--- config.mk ---
export PLATFORM = sky130hd
export DESIGN_NAME = encoder_angle_velocity_estimator
export DESIGN_NICKNAME = d
export VERILOG_FILES = /design/src/hdl/eave_pkg.sv /design/src/hdl/eave_angle_unit.sv /design/src/hdl/eave_velocity_unit.sv /design/src/hdl/encoder_angle_velocity_estimator.sv
export SDC_FILE = /design/constraint.sdc
export NUM_CORES = 2
export LEC_CHECK = 0
export BUFFER_PORTS_ARGS = -buffer_cell sky130_fd_sc_hd__buf_2
export CAP_MARGIN = 20
export CORE_ASPECT_RATIO = 0.9
export CORE_MARGIN = 8
export CORE_UTILIZATION = 54
export DETAILED_ROUTE_END_ITERATION = 8
export PLACE_DENSITY_LB_ADDON = 0.3
export SLEW_MARGIN = 25
export SYNTH_ARGS = -nofsm -noshare
export SYNTH_HDL_FRONTEND = slang
export SYNTH_SLANG_ARGS = --single-unit
--- constraint.sdc ---
create_clock -name clk -period 25.8 [get_ports clk]
set_input_delay 1.29 -clock clk [delete_from_list [all_inputs] [get_ports clk]]
set_output_delay 1.29 -clock clk [all_outputs]
set_load 0.02 [all_outputs]
--- src/hdl/eave_pkg.sv ---
// Shared types, constants and configuration codes of the encoder angle and velocity estimator.
`default_nettype none

package eave_pkg;

    localparam int DEFAULT_ANGLE_BITS = 21;
    localparam int DEFAULT_ACC_BITS   = 32;

    localparam int BYTE_BITS   = 8;
    localparam int WORD_BITS   = 3 * BYTE_BITS;
    localparam int POLE_BITS   = 7;
    localparam int OFFSET_BITS = 21;
    localparam int EVEL_BITS   = 38;
    localparam int CFG_DATA_BITS  = OFFSET_BITS;
    localparam int CFG_INDEX_BITS = 2;

    localparam logic [POLE_BITS-1:0] POLE_PAIRS_RESET = 7'd7;

    localparam logic CMD_SAMPLE = 1'b0;
    localparam logic CMD_TICK   = 1'b1;

    typedef enum logic [CFG_INDEX_BITS-1:0] {
        REG_DIRECTION  = 2'd0,
        REG_POLE_PAIRS = 2'd1,
        REG_OFFSET     = 2'd2
    } cfg_index_t;

    typedef struct packed {
        logic                   direction_negative;
        logic [POLE_BITS-1:0]   pole_pairs;
        logic [OFFSET_BITS-1:0] electrical_offset;
    } cfg_t;

endpackage

`default_nettype wire

--- src/hdl/eave_angle_unit.sv ---
// Sample path: electrical angle and saturating accumulation of the wrapped angle delta.
`default_nettype none

module eave_angle_unit
    import eave_pkg::*;
#(
    parameter int ANGLE_BITS = DEFAULT_ANGLE_BITS,
    parameter int ACC_BITS   = DEFAULT_ACC_BITS
)
(
    input  wire logic        [ANGLE_BITS-1:0] raw_angle,
    input  wire logic        [ANGLE_BITS-1:0] prev_raw,
    input  wire logic signed [ACC_BITS-1:0]   acc,
    input  wire cfg_t                         cfg,
    output logic             [ANGLE_BITS-1:0] elec_angle,
    output logic signed      [ACC_BITS-1:0]   acc_next
);

    localparam int DW = ANGLE_BITS + 2;
    localparam int PW = ANGLE_BITS + POLE_BITS;
    localparam logic signed [DW-1:0] HALF = DW'(1) << (ANGLE_BITS - 1);
    localparam logic signed [DW-1:0] TURN = DW'(1) << ANGLE_BITS;
    localparam logic signed [ACC_BITS-1:0] ACC_MAX = {1'b0, {(ACC_BITS-1){1'b1}}};
    localparam logic signed [ACC_BITS-1:0] ACC_MIN = {1'b1, {(ACC_BITS-1){1'b0}}};

    logic        [PW-1:0]                    elec_prod;
    logic        [ANGLE_BITS-1:0]            elec_dir;
    logic        [ANGLE_BITS+OFFSET_BITS-1:0] offset_ext;
    logic signed [DW-1:0]                    angle_diff;
    logic signed [DW-1:0]                    delta;
    logic signed [ACC_BITS:0]                delta_ext;
    logic signed [ACC_BITS:0]                acc_sum;

    // The product is only needed modulo one turn.
    assign elec_prod  = PW'(raw_angle) * PW'(cfg.pole_pairs);
    assign elec_dir   = cfg.direction_negative ? ANGLE_BITS'(-elec_prod[ANGLE_BITS-1:0])
                                               : elec_prod[ANGLE_BITS-1:0];
    assign offset_ext = {{ANGLE_BITS{1'b0}}, cfg.electrical_offset};
    assign elec_angle = elec_dir - offset_ext[ANGLE_BITS-1:0];

    // Shortest path delta; a delta of exactly half a turn keeps its sign.
    assign angle_diff = $signed(DW'(raw_angle)) - $signed(DW'(prev_raw));

    always_comb
    begin
        if (angle_diff > HALF)
        begin
            delta = angle_diff - TURN;
        end
        else if (angle_diff < -HALF)
        begin
            delta = angle_diff + TURN;
        end
        else
        begin
            delta = angle_diff;
        end
    end

    assign delta_ext = (ACC_BITS+1)'(delta);
    assign acc_sum   = (ACC_BITS+1)'(acc) + delta_ext;

    always_comb
    begin
        if (acc_sum[ACC_BITS] != acc_sum[ACC_BITS-1])
        begin
            acc_next = acc_sum[ACC_BITS] ? ACC_MIN : ACC_MAX;
        end
        else
        begin
            acc_next = acc_sum[ACC_BITS-1:0];
        end
    end

endmodule

`default_nettype wire

--- src/hdl/eave_velocity_unit.sv ---
// Tick path: velocity averaging filter and electrical velocity with saturation.
`default_nettype none

module eave_velocity_unit
    import eave_pkg::*;
#(
    parameter int ACC_BITS = DEFAULT_ACC_BITS
)
(
    input  wire logic                       is_tick,
    input  wire logic signed [ACC_BITS-1:0] acc,
    input  wire logic signed [ACC_BITS-1:0] filt,
    input  wire cfg_t                       cfg,
    output logic signed      [ACC_BITS-1:0] filt_next,
    output logic signed      [EVEL_BITS-1:0] elec_vel
);

    localparam int PW = ACC_BITS + POLE_BITS + 1;
    localparam int SW = (PW > EVEL_BITS) ? PW : EVEL_BITS;
    localparam logic signed [ACC_BITS-1:0] ACC_MAX = {1'b0, {(ACC_BITS-1){1'b1}}};
    localparam logic signed [ACC_BITS-1:0] ACC_MIN = {1'b1, {(ACC_BITS-1){1'b0}}};
    localparam logic signed [SW-1:0] EV_MAX = SW'({1'b0, {(EVEL_BITS-1){1'b1}}});
    localparam logic signed [SW-1:0] EV_MIN = -EV_MAX - SW'(1);

    logic signed [ACC_BITS-1:0] raw_vel;
    logic signed [ACC_BITS:0]   vel_sum;
    logic signed [ACC_BITS-1:0] vel_src;
    logic signed [PW-1:0]       vel_prod;
    logic signed [SW-1:0]       prod_ext;

    // Negating the most negative count saturates to the most positive one.
    always_comb
    begin
        if (!cfg.direction_negative)
        begin
            raw_vel = acc;
        end
        else if (acc == ACC_MIN)
        begin
            raw_vel = ACC_MAX;
        end
        else
        begin
            raw_vel = -acc;
        end
    end

    // The halved sum of two in-range values always stays in range.
    assign vel_sum   = (ACC_BITS+1)'(raw_vel) + (ACC_BITS+1)'(filt);
    assign filt_next = vel_sum[ACC_BITS:1];

    assign vel_src  = is_tick ? filt_next : filt;
    assign vel_prod = PW'(vel_src) * $signed(PW'(cfg.pole_pairs));
    assign prod_ext = SW'(vel_prod);

    always_comb
    begin
        if (prod_ext > EV_MAX)
        begin
            elec_vel = EV_MAX[EVEL_BITS-1:0];
        end
        else if (prod_ext < EV_MIN)
        begin
            elec_vel = EV_MIN[EVEL_BITS-1:0];
        end
        else
        begin
            elec_vel = prod_ext[EVEL_BITS-1:0];
        end
    end

endmodule

`default_nettype wire

--- src/hdl/encoder_angle_velocity_estimator.sv ---
// Top level of the encoder angle and velocity estimator.
// An item is taken into the input register, and its result is moved into the result register
// and offered once that register is empty or its result is being taken. The state update of an
// item completes in the cycle it is computed. Throughput: one item per cycle while not stalled.
// The input stage keeps accepting while a result waits, until both stages are full.
// Reset (rst_n low, asynchronous) clears the pipeline, the angle and velocity state,
// and sets direction +1, seven pole pairs and a zero offset.
`default_nettype none

module encoder_angle_velocity_estimator
    import eave_pkg::*;
#(
    parameter int ANGLE_BITS = DEFAULT_ANGLE_BITS,
    parameter int ACC_BITS   = DEFAULT_ACC_BITS
)
(
    input  wire logic                          clk,
    input  wire logic                          rst_n,
    input  wire logic                          cfg_we,
    input  wire logic [CFG_INDEX_BITS-1:0]     cfg_index,
    input  wire logic [CFG_DATA_BITS-1:0]      cfg_data,
    input  wire logic                          s_tvalid,
    output logic                               s_tready,
    // byte_high [7:0], byte_mid [15:8], byte_low [23:16]
    input  wire logic [WORD_BITS-1:0]          s_tdata,
    // command [0]
    input  wire logic                          s_tuser,
    output logic                               m_tvalid,
    input  wire logic                          m_tready,
    // mech_angle, elec_angle, mech_velocity, electrical_velocity,
    // from the lowest bit up, then zero fill to whole bytes
    output logic [((2*ANGLE_BITS+ACC_BITS+EVEL_BITS+7)/8)*8-1:0] m_tdata
);

    localparam int RES_BITS   = 2 * ANGLE_BITS + ACC_BITS + EVEL_BITS;
    localparam int TDATA_BITS = ((RES_BITS + 7) / 8) * 8;

    typedef struct packed {
        logic signed [EVEL_BITS-1:0]  electrical_velocity;
        logic signed [ACC_BITS-1:0]   mech_velocity;
        logic        [ANGLE_BITS-1:0] elec_angle;
        logic        [ANGLE_BITS-1:0] mech_angle;
    } result_t;

    cfg_t                         cfg_reg;
    logic                         in_valid_reg;
    logic                         in_cmd_reg;
    logic [WORD_BITS-1:0]         in_word_reg;
    logic                         out_valid_reg;
    result_t                      out_reg;
    result_t                      out_next;

    logic        [ANGLE_BITS-1:0] prev_raw_reg;
    logic        [ANGLE_BITS-1:0] prev_raw_next;
    logic signed [ACC_BITS-1:0]   acc_reg;
    logic signed [ACC_BITS-1:0]   acc_next;
    logic signed [ACC_BITS-1:0]   filt_reg;
    logic signed [ACC_BITS-1:0]   filt_next;
    logic        [ANGLE_BITS-1:0] mech_reg;
    logic        [ANGLE_BITS-1:0] mech_next;
    logic        [ANGLE_BITS-1:0] elec_reg;
    logic        [ANGLE_BITS-1:0] elec_next;

    logic                         advance;
    logic                         is_tick;
    logic        [ANGLE_BITS-1:0] raw_angle;
    logic        [ANGLE_BITS-1:0] sample_elec;
    logic signed [ACC_BITS-1:0]   sample_acc;
    logic signed [ACC_BITS-1:0]   tick_filt;
    logic signed [EVEL_BITS-1:0]  elec_vel;

    assign advance  = in_valid_reg && (!out_valid_reg || m_tready);
    assign s_tready = !in_valid_reg || advance;
    assign m_tvalid = out_valid_reg;
    assign m_tdata  = TDATA_BITS'(out_reg);

    assign is_tick   = (in_cmd_reg == CMD_TICK);
    assign raw_angle = in_word_reg[WORD_BITS-1 -: ANGLE_BITS];

    eave_angle_unit #(
        .ANGLE_BITS (ANGLE_BITS),
        .ACC_BITS   (ACC_BITS)
    ) u_angle (
        .raw_angle  (raw_angle),
        .prev_raw   (prev_raw_reg),
        .acc        (acc_reg),
        .cfg        (cfg_reg),
        .elec_angle (sample_elec),
        .acc_next   (sample_acc)
    );

    eave_velocity_unit #(
        .ACC_BITS (ACC_BITS)
    ) u_velocity (
        .is_tick   (is_tick),
        .acc       (acc_reg),
        .filt      (filt_reg),
        .cfg       (cfg_reg),
        .filt_next (tick_filt),
        .elec_vel  (elec_vel)
    );

    always_comb
    begin
        prev_raw_next = prev_raw_reg;
        acc_next      = acc_reg;
        filt_next     = filt_reg;
        mech_next     = mech_reg;
        elec_next     = elec_reg;
        if (is_tick)
        begin
            filt_next = tick_filt;
            acc_next  = '0;
        end
        else
        begin
            prev_raw_next = raw_angle;
            acc_next      = sample_acc;
            mech_next     = raw_angle;
            elec_next     = sample_elec;
        end
        out_next.mech_angle          = mech_next;
        out_next.elec_angle          = elec_next;
        out_next.mech_velocity       = filt_next;
        out_next.electrical_velocity = elec_vel;
    end

    always_ff @(posedge clk or negedge rst_n)
    begin
        if (!rst_n)
        begin
            cfg_reg.direction_negative <= 1'b0;
            cfg_reg.pole_pairs         <= POLE_PAIRS_RESET;
            cfg_reg.electrical_offset  <= '0;
        end
        else if (cfg_we)
        begin
            case (cfg_index)
                REG_DIRECTION:  cfg_reg.direction_negative <= cfg_data[0];
                REG_POLE_PAIRS: cfg_reg.pole_pairs         <= cfg_data[POLE_BITS-1:0];
                REG_OFFSET:     cfg_reg.electrical_offset  <= cfg_data;
                default:        cfg_reg                    <= cfg_reg;
            endcase
        end
    end

    always_ff @(posedge clk or negedge rst_n)
    begin
        if (!rst_n)
        begin
            in_valid_reg  <= 1'b0;
            out_valid_reg <= 1'b0;
            prev_raw_reg  <= '0;
            acc_reg       <= '0;
            filt_reg      <= '0;
            mech_reg      <= '0;
            elec_reg      <= '0;
        end
        else
        begin
            if (s_tready)
            begin
                in_valid_reg <= s_tvalid;
            end
            if (advance)
            begin
                out_valid_reg <= 1'b1;
                prev_raw_reg  <= prev_raw_next;
                acc_reg       <= acc_next;
                filt_reg      <= filt_next;
                mech_reg      <= mech_next;
                elec_reg      <= elec_next;
            end
            else if (m_tready)
            begin
                out_valid_reg <= 1'b0;
            end
        end
    end

    always_ff @(posedge clk)
    begin
        if (s_tready && s_tvalid)
        begin
            in_cmd_reg  <= s_tuser;
            in_word_reg <= {s_tdata[BYTE_BITS-1:0], s_tdata[2*BYTE_BITS-1:BYTE_BITS],
                            s_tdata[3*BYTE_BITS-1:2*BYTE_BITS]};
        end
        if (advance)
        begin
            out_reg <= out_next;
        end
    end

endmodule

`default_nettype wire

Word-level counts from Yosys, hierarchy flattened
Index checks and enable logic that the tools add are counted.
W data, S select, Z words.
{"block": "word_totals", "regBits": 295, "latchBits": 0, "ram_bits": 0, "romBits": 0, "out_inout_bits": 114, "elab_cells": 61, "mem_count": 0}
{"block": "classes", "addsub": 8, "multipliers": 2, "div_mod_pow": 0, "magnitude_cmp": 4, "eq_ne": 4, "shift": 0, "n_mux": 14, "n_bitwise": 1, "n_reduce_logical": 12}
{"cell": "$mux W32", "count": 6}
{"cell": "$mux W21", "count": 3}
{"cell": "$mux W23", "count": 2}
{"cell": "$gt A40 B38 Y1 const B", "count": 1}
{"cell": "$lt A40 B38 Y1 const B", "count": 1}
{"cell": "$mul A32 B8 Y40", "count": 1}
{"cell": "$mux W38", "count": 1}
{"cell": "$add A32 B23 Y33", "count": 1}
{"cell": "$add A32 B32 Y33", "count": 1}
{"cell": "$eq A32 B32 Y1 const B", "count": 1}
{"cell": "$neg A32 Y32", "count": 1}
{"cell": "$add A23 B23 Y23 const B", "count": 1}
{"cell": "$gt A23 B22 Y1 const B", "count": 1}
{"cell": "$lt A23 B21 Y1 const B", "count": 1}
{"cell": "$sub A23 B23 Y23 const B", "count": 1}
{"cell": "$sub A21 B21 Y22", "count": 1}
{"cell": "$mul A21 B7 Y21", "count": 1}
{"cell": "$neg A21 Y21", "count": 1}
{"cell": "$sub A21 B21 Y21", "count": 1}
{"cell": "$reduce_and A2 Y1", "count": 4}
{"cell": "$eq A2 B1 Y1 const B", "count": 1}
{"cell": "$eq A2 B2 Y1 const B", "count": 1}
{"cell": "$logic_and A1 B1 Y1", "count": 2}
{"cell": "$logic_not A1 Y1", "count": 2}
{"cell": "other kinds (6)", "count": 8}

Depth between registers and ports, before layout
{"block": "depth", "word_depth": 8, "ltp_mapped": 44}

By module
From an unflattened synthesis, not the netlist that was laid out.
{"block": "unflattened", "hier_cells": 3326, "area_unflattened_um2": 31923.1}
{"mod": "eave_velocity_unit", "instances": 1, "cells_per_inst": 1675, "area_each_um2": 12640.9}
{"mod": "encoder_angle_velocity_estimator", "instances": 1, "cells_per_inst": 594, "area_each_um2": 11288.3}
{"mod": "eave_angle_unit", "instances": 1, "cells_per_inst": 1057, "area_each_um2": 7993.9}

Worst setup path after synthesis
OpenSTA, ideal clock, no wires.
{"block": "synth_timing", "kind": "flip-flop to flip-flop", "from": "register acc_reg[1]", "to": "register out_reg (netlist bit m_tdata[104]) (data pin)", "arrival_ns": 9.615, "required_time_ns": 25.546, "path_slack_ns": 15.931, "path_stages_with_launch": 44, "n_path_buf": 4, "synth_period_minus_slack_ns": 9.869, "path_cell_list": "dfrtp_1 -> inv_1 -> ha_1 -> or3b_2 -> nor3_1 -> nand3_1 -> or3_1 -> nor3_1 -> nand2b_1 -> nor3_1 -> nand2_1 -> a21oi_1 -> a31oi_1 -> ha_1 -> clkbuf_1 -> and3_1 -> and2_1 -> a221o_1 -> [... 8 more ...] -> inv_1 -> fa_1 -> fa_1 -> inv_1 -> fa_1 -> inv_1 -> ha_1 -> clkbuf_1 -> and3_1 -> a221o_1 -> a21oi_1 -> o31ai_1 -> a221oi_2 -> xnor2_1 -> a21o_1 -> buf_2 -> buf_2 -> a21o_1"}
{"block": "synth_via", "elab_chain_cells": 8}
{"item": "start: declaration", "line": "encoder_angle_velocity_estimator.sv:55", "source": "logic signed [ACC_BITS-1:0] acc_reg;"}
{"item": "start signal: assignment", "line": "encoder_angle_velocity_estimator.sv:169", "source": "acc_reg <= acc_next;"}
{"item": "$neg A32 Y32 or $eq A32 B32 Y1 (tied branches)", "line": "eave_velocity_unit.sv:44, eave_velocity_unit.sv:38"}
{"item": "$mux W32", "line": "eave_velocity_unit.sv:38", "source": "else if (acc == ACC_MIN)"}
{"item": "$mux W32 (*)", "line": "eave_velocity_unit.sv:34", "source": "if (!cfg.direction_negative)"}
{"item": "$add A32 B32 Y33 (*)", "line": "eave_velocity_unit.sv:49", "source": "assign vel_sum = (ACC_BITS+1)'(raw_vel) + (ACC_BITS+1)'(filt);"}
{"item": "$mux W32 (*)", "line": "eave_velocity_unit.sv:52", "source": "assign vel_src = is_tick ? filt_next : filt;"}
{"item": "$mul A32 B8 Y40 (*)", "line": "eave_velocity_unit.sv:53", "source": "assign vel_prod = PW'(vel_src) * $signed(PW'(cfg.pole_pairs));"}
{"item": "$lt A40 B38 Y1", "line": "eave_velocity_unit.sv:62", "source": "else if (prod_ext < EV_MIN)"}
{"item": "$mux W38", "line": "eave_velocity_unit.sv:62"}
{"item": "end signal: assignment", "line": "encoder_angle_velocity_estimator.sv:191", "source": "out_reg <= out_next;"}
{"item": "end: declaration", "line": "encoder_angle_velocity_estimator.sv:50", "source": "result_t out_reg;"}
Mark *: on every way between the ends. The rest lies on a longest branch, timed or not.
A chain may end at the register's enable or synchronous reset.

Worst setup path after layout
{"block": "layout_timing", "from": "register acc_reg[1]", "to": "register out_reg (netlist bit m_tdata[74]) (data pin)"}
The elaborated chain is that of the path after synthesis.

==> reports/metrics.yaml <==
outcome:
  status: "finished clean"
critical_path:
  setup_slack_on_the_worst_flop_to_flop_path_ns: 14.40
  slowest_stage: "sky130_fd_sc_hd__mux2i_1"
  worstPathMaxFanout: 37
  worst_ep_arrival_time_ns: 11.71
  critPathCaptureType: "register"
  critical_path.max_stage_delay_ns: 0.76
  cp-start-kind: "register"
  crit_top_cell: "sky130_fd_sc_hd__fa_1"
  timing.critical_path.required_ns: 26.11
  worstSetupPathType: "reg -> reg"
clock_network:
  htree_num_levels: 2
  cts_hold_buf: 0
  clk_pin_slew_worst_paths_ns: 0.06
  cts_buffers: 36
  cts_resized: 0
  clk-insertion-delay-late_ns: 0.58
  clock-sinks: 292
  cts_max_path_buffers: 3
  clock_tree_from_tritoncts: "yes"
  post_cts_repair_setup_buffers: 0
  clockRootBuffer: "sky130_fd_sc_hd__clkbuf_16"
sta:
  number_of_failing_setup_endpoints_in_the_final_timing_report: 0
  setup_repair_after_global_routing_missed_its_margin: "no"
  setup_total_negative_slack_ns: 0
  max_slew_margin_pct: 28.0
  timing_hold_violations_final: 0
  transition_time_at_the_pin_with_the_least_slew_margin_ns: 1.05
  timing.final.max_slew_violations: 0
  final_cycle_share_pct: 44.2
  timing.final.crit_period_ns: 11.40
  final.setup_skew_ns: 0.0280
  fmaxAchievable_ghz: 0.0877
cells_and_area:
  post-route-util_pct: 59.1
  insertedDiodeCount: 0
  area_growth_syn_to_layout_pct: 8.95
  net_total_in_the_final_layout: 3797
  post_route_cells_drive_above_1_share_pct: 11.0
  design_area_um2: 31900
  largest_register_ffs: 112
floorplanning:
  die_h_um: 237
  die_width_um: 261
  design.core.area_um2: 53900
  io_pins: 167
  num_rows: 81
  design.die.area_um2: 61900
  start_util_pct: 54.3
detailed_routing:
  routed_via_density: 5.82
  detail_route.wirelength_um: 75500
  vias: 23400
  detail_route.drc_violations: 0
  initial_drc_count: 1928
  final_antenna_net_count: 0
  detail_route.wl_per_cell_um: 18.8
  detail_route.first_pass.iterations: 6
synthesis:
  ys_ff_latch: 292
  synth_nets: 3704
  synth_ff_type: "sky130_fd_sc_hd__dfrtp_1"
  synth_seq_area_share_pct: 27.3
  async_flop_share_pct: 54.1
  yosys.area.top_type_share_pct: 16.9
  ys_warn_count: 0
  synthesis.area_um2: 29300
  synth_enable_flop_cells: 134
  syn-instance-count: 3190
  ys_top_cells_by_area: "sky130_fd_sc_hd__fa_1, sky130_fd_sc_hd__edfxtp_1, sky130_fd_sc_hd__dfrtp_1"
  ys_types: 88
  most_area_hungry_cell_type_in_the_yosys_netlist: "sky130_fd_sc_hd__fa_1"
  avgSynthCellArea_um2: 9.18
run:
  cap_violations: 0
placed_design:
  placement.io_buffers: 163
  place_congestion: 0.925
  detailedPlacementHpwl_um: 56600
  postPlaceCellArea_um2: 30700
grt:
  grt_pass1_vias: 23800
  maximum_number_of_pins_on_one_net_before_global_route_repair: 95
  grt_pass1_wl_um: 123000
  antenna_violations_before_repair: 0
  globalRouteTotalUtil_pct: 24.3
  grt_overflow_total: 0
min_path:
  worstHoldPathType: "reg -> reg"
==> per-stage QoR <==
| stage | instances | hold slack, ns | setup slack (ns) |
|---|---|---|---|
| global placement | 3950 | 0.455 | 14.57 |
| finish | 4015 | 0.478 | 14.40 |
| floorplan | 3190 | 0.440 | 15.93 |
| CTS | 4015 | 0.480 | 14.29 |
| global route | 4015 | 0.496 | 13.62 |
| detailed placement | 3950 | 0.464 | 14.38 |
==> layout by cell type, fill, tap and decap left out, drive strengths merged, types with 11 or more instances in the layout <==
cell,count
a211oi,24
a21o,106
a21oi,141
a221o,32
a31oi,14
and2,139
and3,18
buf,185
clkbuf,47
clkinv,11
dfrtp,155
edfxtp,134
fa,247
ha,214
inv,396
mux2,80
mux2i,15
nand2,398
nand2b,33
nand3,34
nand4,20
nor2,127
nor2b,109
nor3,38
nor4,12
o211ai,11
o21a,23
o21ai,218
o21bai,17
o31ai,14
or3,16
xnor2,106
xor2,43
==> critical path: cells and delay by family, from the launching register on <==
kind,cells,cell delay [ns]
muxes,1,0.76
adders and majority gates,7,3.02
and+or+nand+nor,7,2.04
buffers and inverters,3,0.23
AOI/OAI and AO/OA,16,4.31
DFF,1,0.41
xor gates and xnor gates,2,0.31
==> metal layers <==
metal	vias up	global-route usage (%)	wire [µm]
met5	-	0	0
met4	0	6.72	1710
met3	126	3.61	4790
met2	786	39.5	35300
met1	11500	33.5	33800
li1	11000	-	-
==> cell type report <==
cell class                 instances  area [µm²]
timing repair buffer             185         987
tap                              705         882
fill                            4611       22000
multi-input combinational       2373       19300
inverter                         395        1490
sequential                       292        7980
clock inverter                    18         263
clock buffer                      47         962
==> cell usage after synthesis (109+ instances only) <==
cell type / number
sky130_fd_sc_hd__fa_1: 247
sky130_fd_sc_hd__nor2_1: 125
sky130_fd_sc_hd__nor2b_1: 109
sky130_fd_sc_hd__ha_1: 214
sky130_fd_sc_hd__clkbuf_1: 110
sky130_fd_sc_hd__o21ai_0: 212
sky130_fd_sc_hd__and2_1: 139
sky130_fd_sc_hd__dfrtp_1: 155
sky130_fd_sc_hd__nand2_1: 398
sky130_fd_sc_hd__edfxtp_1: 134
sky130_fd_sc_hd__a21oi_1: 140
sky130_fd_sc_hd__inv_1: 394
==> logic make-up after synthesis <==
| kind of cell | synth area share [%] |
|---|---|
| fa+ha+maj | 26.0 |
| xor+xnor | 4.46 |
| simple gates | 16.3 |
| compound gates | 15.5 |
| mux | 3.59 |
| buf+inv | 6.81 |
| flops | 27.3 |
==> path summary, 6_finish.rpt <==
check,start,to,depth (start not counted)
min,mech_reg[17],mech_reg[17],2
max in group asynchronous,rst_n,cfg_reg[28],2
min in group asynchronous,rst_n,cfg_reg[24],1
max,acc_reg[1],m_tdata[74],36
min reg2reg,mech_reg[17],mech_reg[17],2
max reg2reg,acc_reg[1],m_tdata[74],36
Power is left out: the tool's default activity adds up to more than one toggle a clock period on the data nets, which glitch-free logic cannot reach.
